$ cat config.mk
export PLATFORM = sky130hd
export DESIGN_NAME = modular_exponentiation
export DESIGN_NICKNAME = d
export VERILOG_FILES = /design/src/rtl/core/mexp_pkg.sv /design/src/rtl/core/modular_exponentiation.sv /design/src/rtl/core/mexp_modmul.sv
export VERILOG_INCLUDE_DIRS = /design/src /design/src/rtl/core
export SDC_FILE = /design/constraint.sdc
export NUM_CORES = 1
export LEC_CHECK = 0
export ABC_AREA = 0
export BUFFER_PORTS_ARGS = -buffer_cell sky130_fd_sc_hd__buf_2
export CORE_MARGIN = 4
export CORE_UTILIZATION = 45
export CTS_BUF_LIST = sky130_fd_sc_hd__clkbuf_16
export DETAILED_ROUTE_END_ITERATION = 8
export GPL_TIMING_DRIVEN = 1
export HOLD_SLACK_MARGIN = 0.05
export SYNTH_ARGS = -nofsm -noshare
export SYNTH_HDL_FRONTEND = slang
export SYNTH_HIERARCHICAL = 1
export SYNTH_SLANG_ARGS = --single-unit
$ cat constraint.sdc
create_clock -name clk -period 9.1 [get_ports clk]
set_input_delay 1.82 -clock clk [delete_from_list [all_inputs] [get_ports clk]]
set_output_delay 1.82 -clock clk [all_outputs]
set_load 0.01 [all_outputs]
$ cat src/rtl/core/modular_exponentiation_macros.svh
`ifndef MODULAR_EXPONENTIATION_MACROS_SVH
`define MODULAR_EXPONENTIATION_MACROS_SVH

// same-cycle implication, held off while reset is low
`define MEXP_ASSERT_IMP(label, clk, rst_n, ante, cons) \
  label: assert property (@(posedge clk) disable iff (!rst_n) (ante) |-> (cons)) \
    else $error("modular exponentiation check failed");

// next-cycle implication, held off while reset is low
`define MEXP_ASSERT_NXT(label, clk, rst_n, ante, cons) \
  label: assert property (@(posedge clk) disable iff (!rst_n) (ante) |=> (cons)) \
    else $error("modular exponentiation check failed");

`endif

$ cat src/rtl/core/mexp_pkg.sv
`timescale 1ns / 1ps

package mexp_pkg;

  localparam int OPERAND_BITS_DEFAULT = 31;

  localparam int CFG_INDEX_BITS = 1;

  localparam logic [CFG_INDEX_BITS-1:0] REG_MODULUS  = 1'b0;
  localparam logic [CFG_INDEX_BITS-1:0] REG_EXPONENT = 1'b1;

  typedef enum logic [2:0] {
    ST_IDLE,
    ST_REDUCE,
    ST_SQUARE,
    ST_MULT,
    ST_DONE
  } mexp_state_t;

  typedef struct packed {
    logic busy;
    logic done;
  } mm_status_t;

endpackage

$ cat src/rtl/core/modular_exponentiation.sv
`timescale 1ns / 1ps
`include "modular_exponentiation_macros.svh"
// Channel   Direction  Handshake            Payload
// in_       input      in_valid/in_ready    in_base_value
// out_      output     out_valid/out_ready  out_power_result, out_modulus_error
// cfg_      input      cfg_we               cfg_index, cfg_wdata
//
// One transaction at a time; in_ready is high only while the sequencer is idle.
// A transaction runs one reduction of the base, then N squarings, N = OPERAND_BITS,
// and one multiply per set exponent bit, all on the single bit-serial modular multiplier.
// A zero modulus or zero exponent skips the multiplier and goes straight to done.
// The result register holds the last result until taken; a new transaction
// may be accepted meanwhile. Reset is synchronous; modulus resets to 1, exponent to 0.

module modular_exponentiation import mexp_pkg::*; #(
  parameter int OPERAND_BITS = OPERAND_BITS_DEFAULT
) (
  input  logic                      clk,
  input  logic                      rst_n,
  input  logic                      in_valid,
  output logic                      in_ready,
  input  logic [OPERAND_BITS-1:0]   in_base_value,
  output logic                      out_valid,
  input  logic                      out_ready,
  output logic [OPERAND_BITS-1:0]   out_power_result,
  output logic                      out_modulus_error,
  input  logic                      cfg_we,
  input  logic [CFG_INDEX_BITS-1:0] cfg_index,
  input  logic [OPERAND_BITS-1:0]   cfg_wdata
);

  localparam int N     = OPERAND_BITS;
  localparam int IDX_W = $clog2(N);

  mexp_state_t state_r, state_nxt;

  logic [N-1:0]     modulus_r, exponent_r;
  logic [N-1:0]     acc_r, acc_nxt;
  logic [N-1:0]     base_r, base_nxt;
  logic [IDX_W-1:0] idx_r, idx_nxt;
  logic             err_r, err_nxt;
  logic             out_valid_r, out_valid_nxt;
  logic [N-1:0]     out_res_r, out_res_nxt;
  logic             out_err_r, out_err_nxt;

  logic             mm_start;
  logic [N-1:0]     mm_a, mm_b;
  logic [N-1:0]     mm_res;
  mm_status_t       mm_stat;

  logic             accept_w;
  logic             trivial_w;
  logic             last_bit_w;
  logic             out_free_w;

  assign accept_w   = in_valid && in_ready;
  assign trivial_w  = (modulus_r == '0) || (exponent_r == '0);
  assign last_bit_w = (idx_r == '0);
  assign out_free_w = !out_valid_r || out_ready;
  assign in_ready   = (state_r == ST_IDLE);

  always_ff @(posedge clk) begin
    if (!rst_n) begin
      modulus_r  <= N'(1);
      exponent_r <= '0;
    end else if (cfg_we) begin
      unique case (cfg_index)
        REG_MODULUS:  modulus_r  <= cfg_wdata;
        REG_EXPONENT: exponent_r <= cfg_wdata;
        default: ;
      endcase
    end
  end

  always_comb begin
    state_nxt = state_r;
    unique case (state_r)
      ST_IDLE: begin
        if (accept_w) begin
          state_nxt = trivial_w ? ST_DONE : ST_REDUCE;
        end
      end
      ST_REDUCE: begin
        if (mm_stat.done) begin
          state_nxt = ST_SQUARE;
        end
      end
      ST_SQUARE: begin
        if (mm_stat.done) begin
          priority if (exponent_r[idx_r]) begin
            state_nxt = ST_MULT;
          end else if (last_bit_w) begin
            state_nxt = ST_DONE;
          end else begin
            state_nxt = ST_SQUARE;
          end
        end
      end
      ST_MULT: begin
        if (mm_stat.done && last_bit_w) begin
          state_nxt = ST_DONE;
        end else if (mm_stat.done) begin
          state_nxt = ST_SQUARE;
        end
      end
      ST_DONE: begin
        if (out_free_w) begin
          state_nxt = ST_IDLE;
        end
      end
      default: state_nxt = ST_IDLE;
    endcase
  end

  always_comb begin
    mm_start      = 1'b0;
    mm_a          = acc_r;
    mm_b          = acc_r;
    acc_nxt       = acc_r;
    base_nxt      = base_r;
    idx_nxt       = idx_r;
    err_nxt       = err_r;
    out_res_nxt   = out_res_r;
    out_err_nxt   = out_err_r;
    out_valid_nxt = out_valid_r && !out_ready;
    unique case (state_r)
      ST_IDLE: begin
        if (accept_w) begin
          idx_nxt = IDX_W'(N - 1);
          err_nxt = (modulus_r == '0);
          priority if (modulus_r == '0) begin
            acc_nxt = '0;
          end else if (exponent_r == '0) begin
            acc_nxt = N'(1);
          end else begin
            acc_nxt  = (modulus_r == N'(1)) ? '0 : N'(1);
            mm_start = 1'b1;
            mm_a     = N'(1);
            mm_b     = in_base_value;
          end
        end
      end
      ST_REDUCE: begin
        if (mm_stat.done) begin
          base_nxt = mm_res;
          mm_start = 1'b1;
        end
      end
      ST_SQUARE: begin
        if (mm_stat.done) begin
          acc_nxt = mm_res;
          priority if (exponent_r[idx_r]) begin
            mm_start = 1'b1;
            mm_a     = mm_res;
            mm_b     = base_r;
          end else if (!last_bit_w) begin
            idx_nxt  = idx_r - IDX_W'(1);
            mm_start = 1'b1;
            mm_a     = mm_res;
            mm_b     = mm_res;
          end else begin
            mm_start = 1'b0;
          end
        end
      end
      ST_MULT: begin
        if (mm_stat.done) begin
          acc_nxt = mm_res;
          if (!last_bit_w) begin
            idx_nxt  = idx_r - IDX_W'(1);
            mm_start = 1'b1;
            mm_a     = mm_res;
            mm_b     = mm_res;
          end
        end
      end
      ST_DONE: begin
        if (out_free_w) begin
          out_valid_nxt = 1'b1;
          out_res_nxt   = acc_r;
          out_err_nxt   = err_r;
        end
      end
      default: ;
    endcase
  end

  always_ff @(posedge clk) begin
    if (!rst_n) begin
      state_r     <= ST_IDLE;
      out_valid_r <= 1'b0;
    end else begin
      state_r     <= state_nxt;
      out_valid_r <= out_valid_nxt;
    end
  end

  always_ff @(posedge clk) begin
    acc_r     <= acc_nxt;
    base_r    <= base_nxt;
    idx_r     <= idx_nxt;
    err_r     <= err_nxt;
    out_res_r <= out_res_nxt;
    out_err_r <= out_err_nxt;
  end

  mexp_modmul #(
    .OPERAND_BITS(OPERAND_BITS)
  ) u_modmul (
    .clk    (clk),
    .rst_n  (rst_n),
    .start  (mm_start),
    .op_a   (mm_a),
    .op_b   (mm_b),
    .op_m   (modulus_r),
    .status (mm_stat),
    .result (mm_res)
  );

  assign out_valid         = out_valid_r;
  assign out_power_result  = out_res_r;
  assign out_modulus_error = out_err_r;

  `MEXP_ASSERT_IMP(a_err_gives_zero, clk, rst_n, out_valid_r && out_err_r, out_res_r == '0)
  `MEXP_ASSERT_NXT(a_start_makes_busy, clk, rst_n, mm_start, mm_stat.busy)
  `MEXP_ASSERT_IMP(a_out_from_done, clk, rst_n, $rose(out_valid_r), $past(state_r == ST_DONE))

endmodule

$ cat src/rtl/core/mexp_modmul.sv
`timescale 1ns / 1ps
`include "modular_exponentiation_macros.svh"

module mexp_modmul import mexp_pkg::*; #(
  parameter int OPERAND_BITS = OPERAND_BITS_DEFAULT
) (
  input  logic                    clk,
  input  logic                    rst_n,
  input  logic                    start,
  input  logic [OPERAND_BITS-1:0] op_a,
  input  logic [OPERAND_BITS-1:0] op_b,
  input  logic [OPERAND_BITS-1:0] op_m,
  output mm_status_t              status,
  output logic [OPERAND_BITS-1:0] result
);

  localparam int N     = OPERAND_BITS;
  localparam int CNT_W = $clog2(N + 1);

  logic [N-1:0]     a_r, b_r, m_r, acc_r;
  logic [N-1:0]     a_nxt, b_nxt, m_nxt, acc_nxt;
  logic [CNT_W-1:0] cnt_r, cnt_nxt;
  logic             busy_r, busy_nxt;
  logic             done_r, done_nxt;

  logic [N:0]   dbl_w;
  logic [N:0]   red_w;
  logic [N:0]   sum_w;
  logic [N:0]   fin_w;

  // one add-and-double step: acc = 2*acc mod m, then + a mod m when the bit is set
  always_comb begin
    dbl_w = {acc_r, 1'b0};
    red_w = (dbl_w >= {1'b0, m_r}) ? (dbl_w - {1'b0, m_r}) : dbl_w;
    sum_w = {1'b0, red_w[N-1:0]} + {1'b0, a_r};
    if (b_r[N-1]) begin
      fin_w = (sum_w >= {1'b0, m_r}) ? (sum_w - {1'b0, m_r}) : sum_w;
    end else begin
      fin_w = red_w;
    end
  end

  always_comb begin
    a_nxt    = a_r;
    b_nxt    = b_r;
    m_nxt    = m_r;
    acc_nxt  = acc_r;
    cnt_nxt  = cnt_r;
    busy_nxt = busy_r;
    done_nxt = 1'b0;
    if (start) begin
      a_nxt    = op_a;
      b_nxt    = op_b;
      m_nxt    = op_m;
      acc_nxt  = '0;
      cnt_nxt  = CNT_W'(N);
      busy_nxt = 1'b1;
    end else if (busy_r) begin
      acc_nxt = fin_w[N-1:0];
      b_nxt   = {b_r[N-2:0], 1'b0};
      cnt_nxt = cnt_r - CNT_W'(1);
      if (cnt_r == CNT_W'(1)) begin
        busy_nxt = 1'b0;
        done_nxt = 1'b1;
      end
    end
  end

  always_ff @(posedge clk) begin
    if (!rst_n) begin
      busy_r <= 1'b0;
      done_r <= 1'b0;
      cnt_r  <= '0;
    end else begin
      busy_r <= busy_nxt;
      done_r <= done_nxt;
      cnt_r  <= cnt_nxt;
    end
  end

  always_ff @(posedge clk) begin
    a_r   <= a_nxt;
    b_r   <= b_nxt;
    m_r   <= m_nxt;
    acc_r <= acc_nxt;
  end

  assign status.busy = busy_r;
  assign status.done = done_r;
  assign result      = acc_r;

  `MEXP_ASSERT_IMP(a_acc_below_mod, clk, rst_n, busy_r, acc_r < m_r)
  `MEXP_ASSERT_IMP(a_done_not_busy, clk, rst_n, done_r, !busy_r)

endmodule

==> impl_metrics.csv, run 1 <==
group,metric,value,unit
timing,fin_tns_setup,0,ps
floorplan,die_h,212,microns
worst_setup_path,cp-end-kind,"flip-flop",
clock_tree,cts_tree,"done",
placed_design,hpwl,43.6,mm
timing,maxSlewViolCount,0,
timing,hold_ws,428,ps
timing,setup_viol,0,
drt,wl,60.3,mm
worst_setup_path,crit_path_max_incr_delay,730,ps
timing,fin_crit_sh,95.4,%
timing,slew_headroom,18.5,%
worst_setup_path,r2r_start,"u_modmul/m_r[20]",
worst_setup_path,critPathKind,"flip-flop to flip-flop",
final_layout,nets,2152,
synth,synth.cell_area,18700,sq um
grt,grt_overflow_total,0,
floorplan,die-area,44800,sq um
outcome,status,"complete, no violations",
timing,fmax,0.115,GHz
worst_setup_path,cpMaxStageDelayCell,"nor3_1",
clock_tree,cts_buffer_depth,3,
worst_setup_path,r2r_cells,31,
final_layout,syn2layout_area_growth,11.2,%
flow_run,maxCapViolCount,0,
placed_design,io_buffers,101,
clock_tree,insertion_delay,560,ps
worst_setup_path,cpMostUsedCell,"a21oi_1",
worst_setup_path,cp-endpoint,"u_modmul/result[20]",
placed_design,pre_cts_ws,422,ps
worst_setup_path,critPathMaxFanout,26,
clock_tree,clkSinkCount,297,
synth,yosys_warnings,6,
grt,grt_pass1_wl,90.0,mm
clock_tree,cts-root-buf,"clkbuf_16",
worst_setup_path,critPathArrivalTime,9100,ps
worst_setup_path,critical_path.startpoint,"u_modmul/m_r[20]",
drt,drt-initial-drc-count,1396,
floorplan,io_pins,102,
grt,grt_use_total,26.0,%
final_layout,drive_gt1_share,14.5,%
hold_path,min-delay-path-class,"flip-flop to flip-flop",
final_layout,final_common_cell,"nand2_1",
floorplan,fp.dieW,212,microns
timing,period_needed,8680,ps
synth,synth_fp_nets,2078,
floorplan,core,40900,sq um
grt,grt_pass1_vias,14900,
drt,drc,0,
clock_tree,cts_setup_buffers,0,
clock_tree,cts_buffers,36,
synth,synth_area_per_cell,9.78,sq um
grt,grt_max_degree,64,
worst_setup_path,cp.required,9520,ps
final_layout,diodes,0,
worst_setup_path,crit_path_start_kind,"flip-flop",
timing,setup_ws,418,ps
drt,final_antenna_net_count,0,
clock_tree,cts.reportedPaths.clkPinSlew,50,ps
final_layout,mostFrequentLayoutCells,"310 x nand2_1, 193 x edfxtp_1, 108 x a21oi_1",
timing,hold_violations,0,
drt,post_drt_wl_per_cell,23.7,microns
floorplan,initial_core_util,45.6,%
synth,syn_inst,1910,
drt,vias,15700,
grt,antenna_found_initial,1,
timing,worstMarginPinSlew,1210,ps
floorplan,fp-row-count,74,
timing,fin_skew,19.3,ps
worst_setup_path,reg2reg_setup_slack,420,ps
drt,vias_per_cell,6.17,
placed_design,placed_area,19700,sq um
clock_tree,htreeDepth,2,
drt,drt_first_pass_iters,8,
final_layout,design_area,20800,sq um
placed_design,gp_congestion,1.00,
worst_setup_path,timing.rr.end,"u_modmul/result[20]",
## flip-flops by register name, summed over array words and instances (netlist names)
name / flops
err_r: 1
exponent_r: 31
u_modmul/b_r: 31
out_power_result: 31
idx_r: 5
state_r: 3
u_modmul/cnt_r: 5
out_valid: 1
acc_r: 31
u_modmul/m_r: 31
u_modmul/result: 31
modulus_r: 31
base_r: 31
u_modmul/a_r: 31
u_modmul/done_r: 1
out_modulus_error: 1
u_modmul/busy_r: 1
## through the flow
stage	instances	utilization [%]
6_report	2542	50.7
5_1_grt	2542	50.7
4_1_cts	2541	50.7
3_5_place_dp	2477	48.0
3_3_place_gp	2477	48.0
2_1_floorplan	1910	-
## critical path: cells and delay by family (launching register included)
family | cells | cell delay, ps
mux | 1 | 170
simple gates | 8 | 2770
buf+inv | 3 | 540
flops | 1 | 330
compound gates | 14 | 3030
xor+xnor | 1 | 240
fa+ha+maj | 4 | 1420
## layout make-up
class / count / area (sq um)
flip-flops and latches: 297 / 7880
fillers: 3831 / 20200
clock buffers: 37 / 926
multi-input cells: 1442 / 10100
well taps: 532 / 666
inverters: 69 / 259
clock inverters: 27 / 158
repair buffers: 138 / 783
## routing by layer
layer  GRT usage, %  share of wire (%)  vias to the layer above  wire length [microns]
met3           3.88                7.1                      135                   4300
met1           34.7                 42                     7590                  25000
met2           42.0                 47                      652                  28200
met5              0                  0                        -                      0
met4           11.6                4.6                        0                   2750
li1               -                  -                     7304                      -
## worst min path at each step
stage / startpoint / to / slack [ps] / cells after the start
5_1_grt: err_r / out_modulus_error / 440 / 0
3_5_place_dp: err_r / out_modulus_error / 420 / 0
3_3_place_gp: err_r / out_modulus_error / 420 / 0
6_report: err_r / out_modulus_error / 430 / 0
2_1_floorplan: err_r / out_modulus_error / 400 / 0
4_1_cts: err_r / out_modulus_error / 430 / 0
## what timing repair did
action                     CTS  global route
setup endpoints to repair    0            26
resized for setup            0             2
hold buffers                 0             0
Power of run 1 is not shown: default switching activity piles up to over one toggle a cycle in this logic, so the estimate is an artifact.
==> inputs of run 2 (changes only) <==
--- a/config.mk
+++ b/config.mk
@@ -9,11 +9,12 @@
 export ABC_AREA = 0
 export BUFFER_PORTS_ARGS = -buffer_cell sky130_fd_sc_hd__buf_2
 export CORE_MARGIN = 4
-export CORE_UTILIZATION = 45
+export CORE_UTILIZATION = 62
 export CTS_BUF_LIST = sky130_fd_sc_hd__clkbuf_16
 export DETAILED_ROUTE_END_ITERATION = 8
 export GPL_TIMING_DRIVEN = 1
 export HOLD_SLACK_MARGIN = 0.05
+export PLACE_DENSITY = 0.81
 export SYNTH_ARGS = -nofsm -noshare
 export SYNTH_HDL_FRONTEND = slang
 export SYNTH_HIERARCHICAL = 1
==> impl_metrics.csv, run 2 (synthesis results as in run 1) <==
group,metric,value,unit
clock_tree,cts.reportedPaths.clkPinSlew,60,ps
flow_run,maxCapViolCount,0,
grt,antenna_found_initial,0,
drt,final_antenna_net_count,0,
drt,drt_first_pass_iters,7,
clock_tree,cts-root-buf,"clkbuf_16",
final_layout,syn2layout_area_growth,9.48,%
timing,slew_headroom,25.6,%
final_layout,register_area,7880,sq um
drt,post_drt_wl_per_cell,23.5,microns
drt,vias,16000,
timing,setup_viol,0,
timing,hold_violations,0,
floorplan,core,29600,sq um
final_layout,final_common_cell,"nand2_1",
drt,drt-initial-drc-count,1913,
worst_setup_path,cp-end-kind,"flip-flop",
worst_setup_path,cp.required,9460,ps
grt,grt_max_degree,64,
drt,drc,0,
clock_tree,insertion_delay,530,ps
worst_setup_path,cpMaxStageDelayCell,"a21oi_4",
placed_design,hpwl,40.1,mm
worst_setup_path,crit_path_start_kind,"flip-flop",
grt,grt_use_total,32.8,%
hold_path,min-delay-path-class,"flip-flop to flip-flop",
timing,fin_tns_setup,0,ps
floorplan,io_pins,102,
floorplan,fp-row-count,63,
final_layout,multi_input_area,10100,sq um
clock_tree,cts_resized,0,
final_layout,nets,2139,
worst_setup_path,crit_path_max_incr_delay,750,ps
placed_design,gp_congestion,1.02,
outcome,status,"complete, no violations",
timing,fmax,0.120,GHz
drt,vias_per_cell,6.70,
floorplan,die-area,33000,sq um
clock_tree,cts_buffer_depth,3,
placed_design,io_buffers,101,
floorplan,fp.dieW,182,microns
timing,maxSlewViolCount,0,
worst_setup_path,critPathArrivalTime,8700,ps
clock_tree,ctsHoldBuffers,0,
final_layout,diodes,0,
clock_tree,cts_buffers,34,
clock_tree,cts_setup_buffers,0,
floorplan,die_h,182,microns
final_layout,mostFrequentLayoutCells,"310 x nand2_1, 193 x edfxtp_1, 108 x a21oi_1",
grt,grt_pass1_wl,86.6,mm
clock_tree,htreeDepth,2,
timing,fin_skew,25.6,ps
timing,worstMarginPinSlew,1110,ps
timing,period_needed,8340,ps
clock_tree,clkSinkCount,297,
timing,fin_crit_sh,91.6,%
worst_setup_path,critPathMaxFanout,32,
grt,grt_overflow_total,0,
timing,rsz0062_at_grt,"no",
final_layout,drive_gt1_share,14.0,%
worst_setup_path,critPathKind,"flip-flop to flip-flop",
final_layout,num-fill-cells,2275,
clock_tree,cts_tree,"done",
floorplan,initial_core_util,63.0,%
drt,wl,56.2,mm
grt,grt_pass1_vias,15400,
[run 2: cell type report]
| cell class | count | share of cell area [%] |
|---|---|---|
| Clock buffer | 35 | 4.28 |
| Clock inverter | 26 | 0.802 |
| Inverter | 69 | 1.27 |
| Multi-Input combinational cell | 1441 | 49.3 |
| Sequential cell | 297 | 38.5 |
| Tap cell | 390 | 2.39 |
| Timing Repair Buffer | 128 | 3.46 |
[run 2: routing by layer]
layer	wire, microns	vias up	GRT usage [%]
li1	-	7266	-
met3	5280	168	5.71
met2	26300	1020	53.4
met1	21800	7539	43.1
met4	2770	0	15.2
met5	0	-	0
[run 2: per-stage QoR]
stage / cells / utilization [%] / hold slack, ps / worst slack, ps / cell area [sq um]
after CTS: 2386 / 69.0 / 435 / 1010 / 20400
after floorplan: 1910 / - / 400 / 2590 / 18700
after global routing: 2386 / 69.0 / 445 / 228 / 20400
after detailed placement: 2325 / 65.5 / 422 / 1080 / 19400
after global placement: 2325 / 65.5 / 422 / 1250 / 19400
final: 2386 / 69.0 / 434 / 762 / 20400
[run 2: path summary, 6_finish.rpt]
check	from	to	slack [ps]	cells past startpoint
setup reg to reg	u_modmul/result[0]	u_modmul/result[12]	760	29
hold reg to reg	err_r	out_modulus_error	430	0
hold / removal	err_r	out_modulus_error	430	0
setup / recovery	u_modmul/result[0]	u_modmul/result[12]	760	29
[run 2: critical path: cells and delay by family, from the launching register on]
family	cells	cell delay, ps
flip-flops	1	420
XOR/XNOR	1	150
adder cells (fa/ha/maj)	3	1370
buffers and inverters	2	430
multiplexers	2	620
AND/OR/NAND/NOR	7	1540
AO/OA/AOI/OAI	14	3590
Power of run 2 is left out for the same reason.
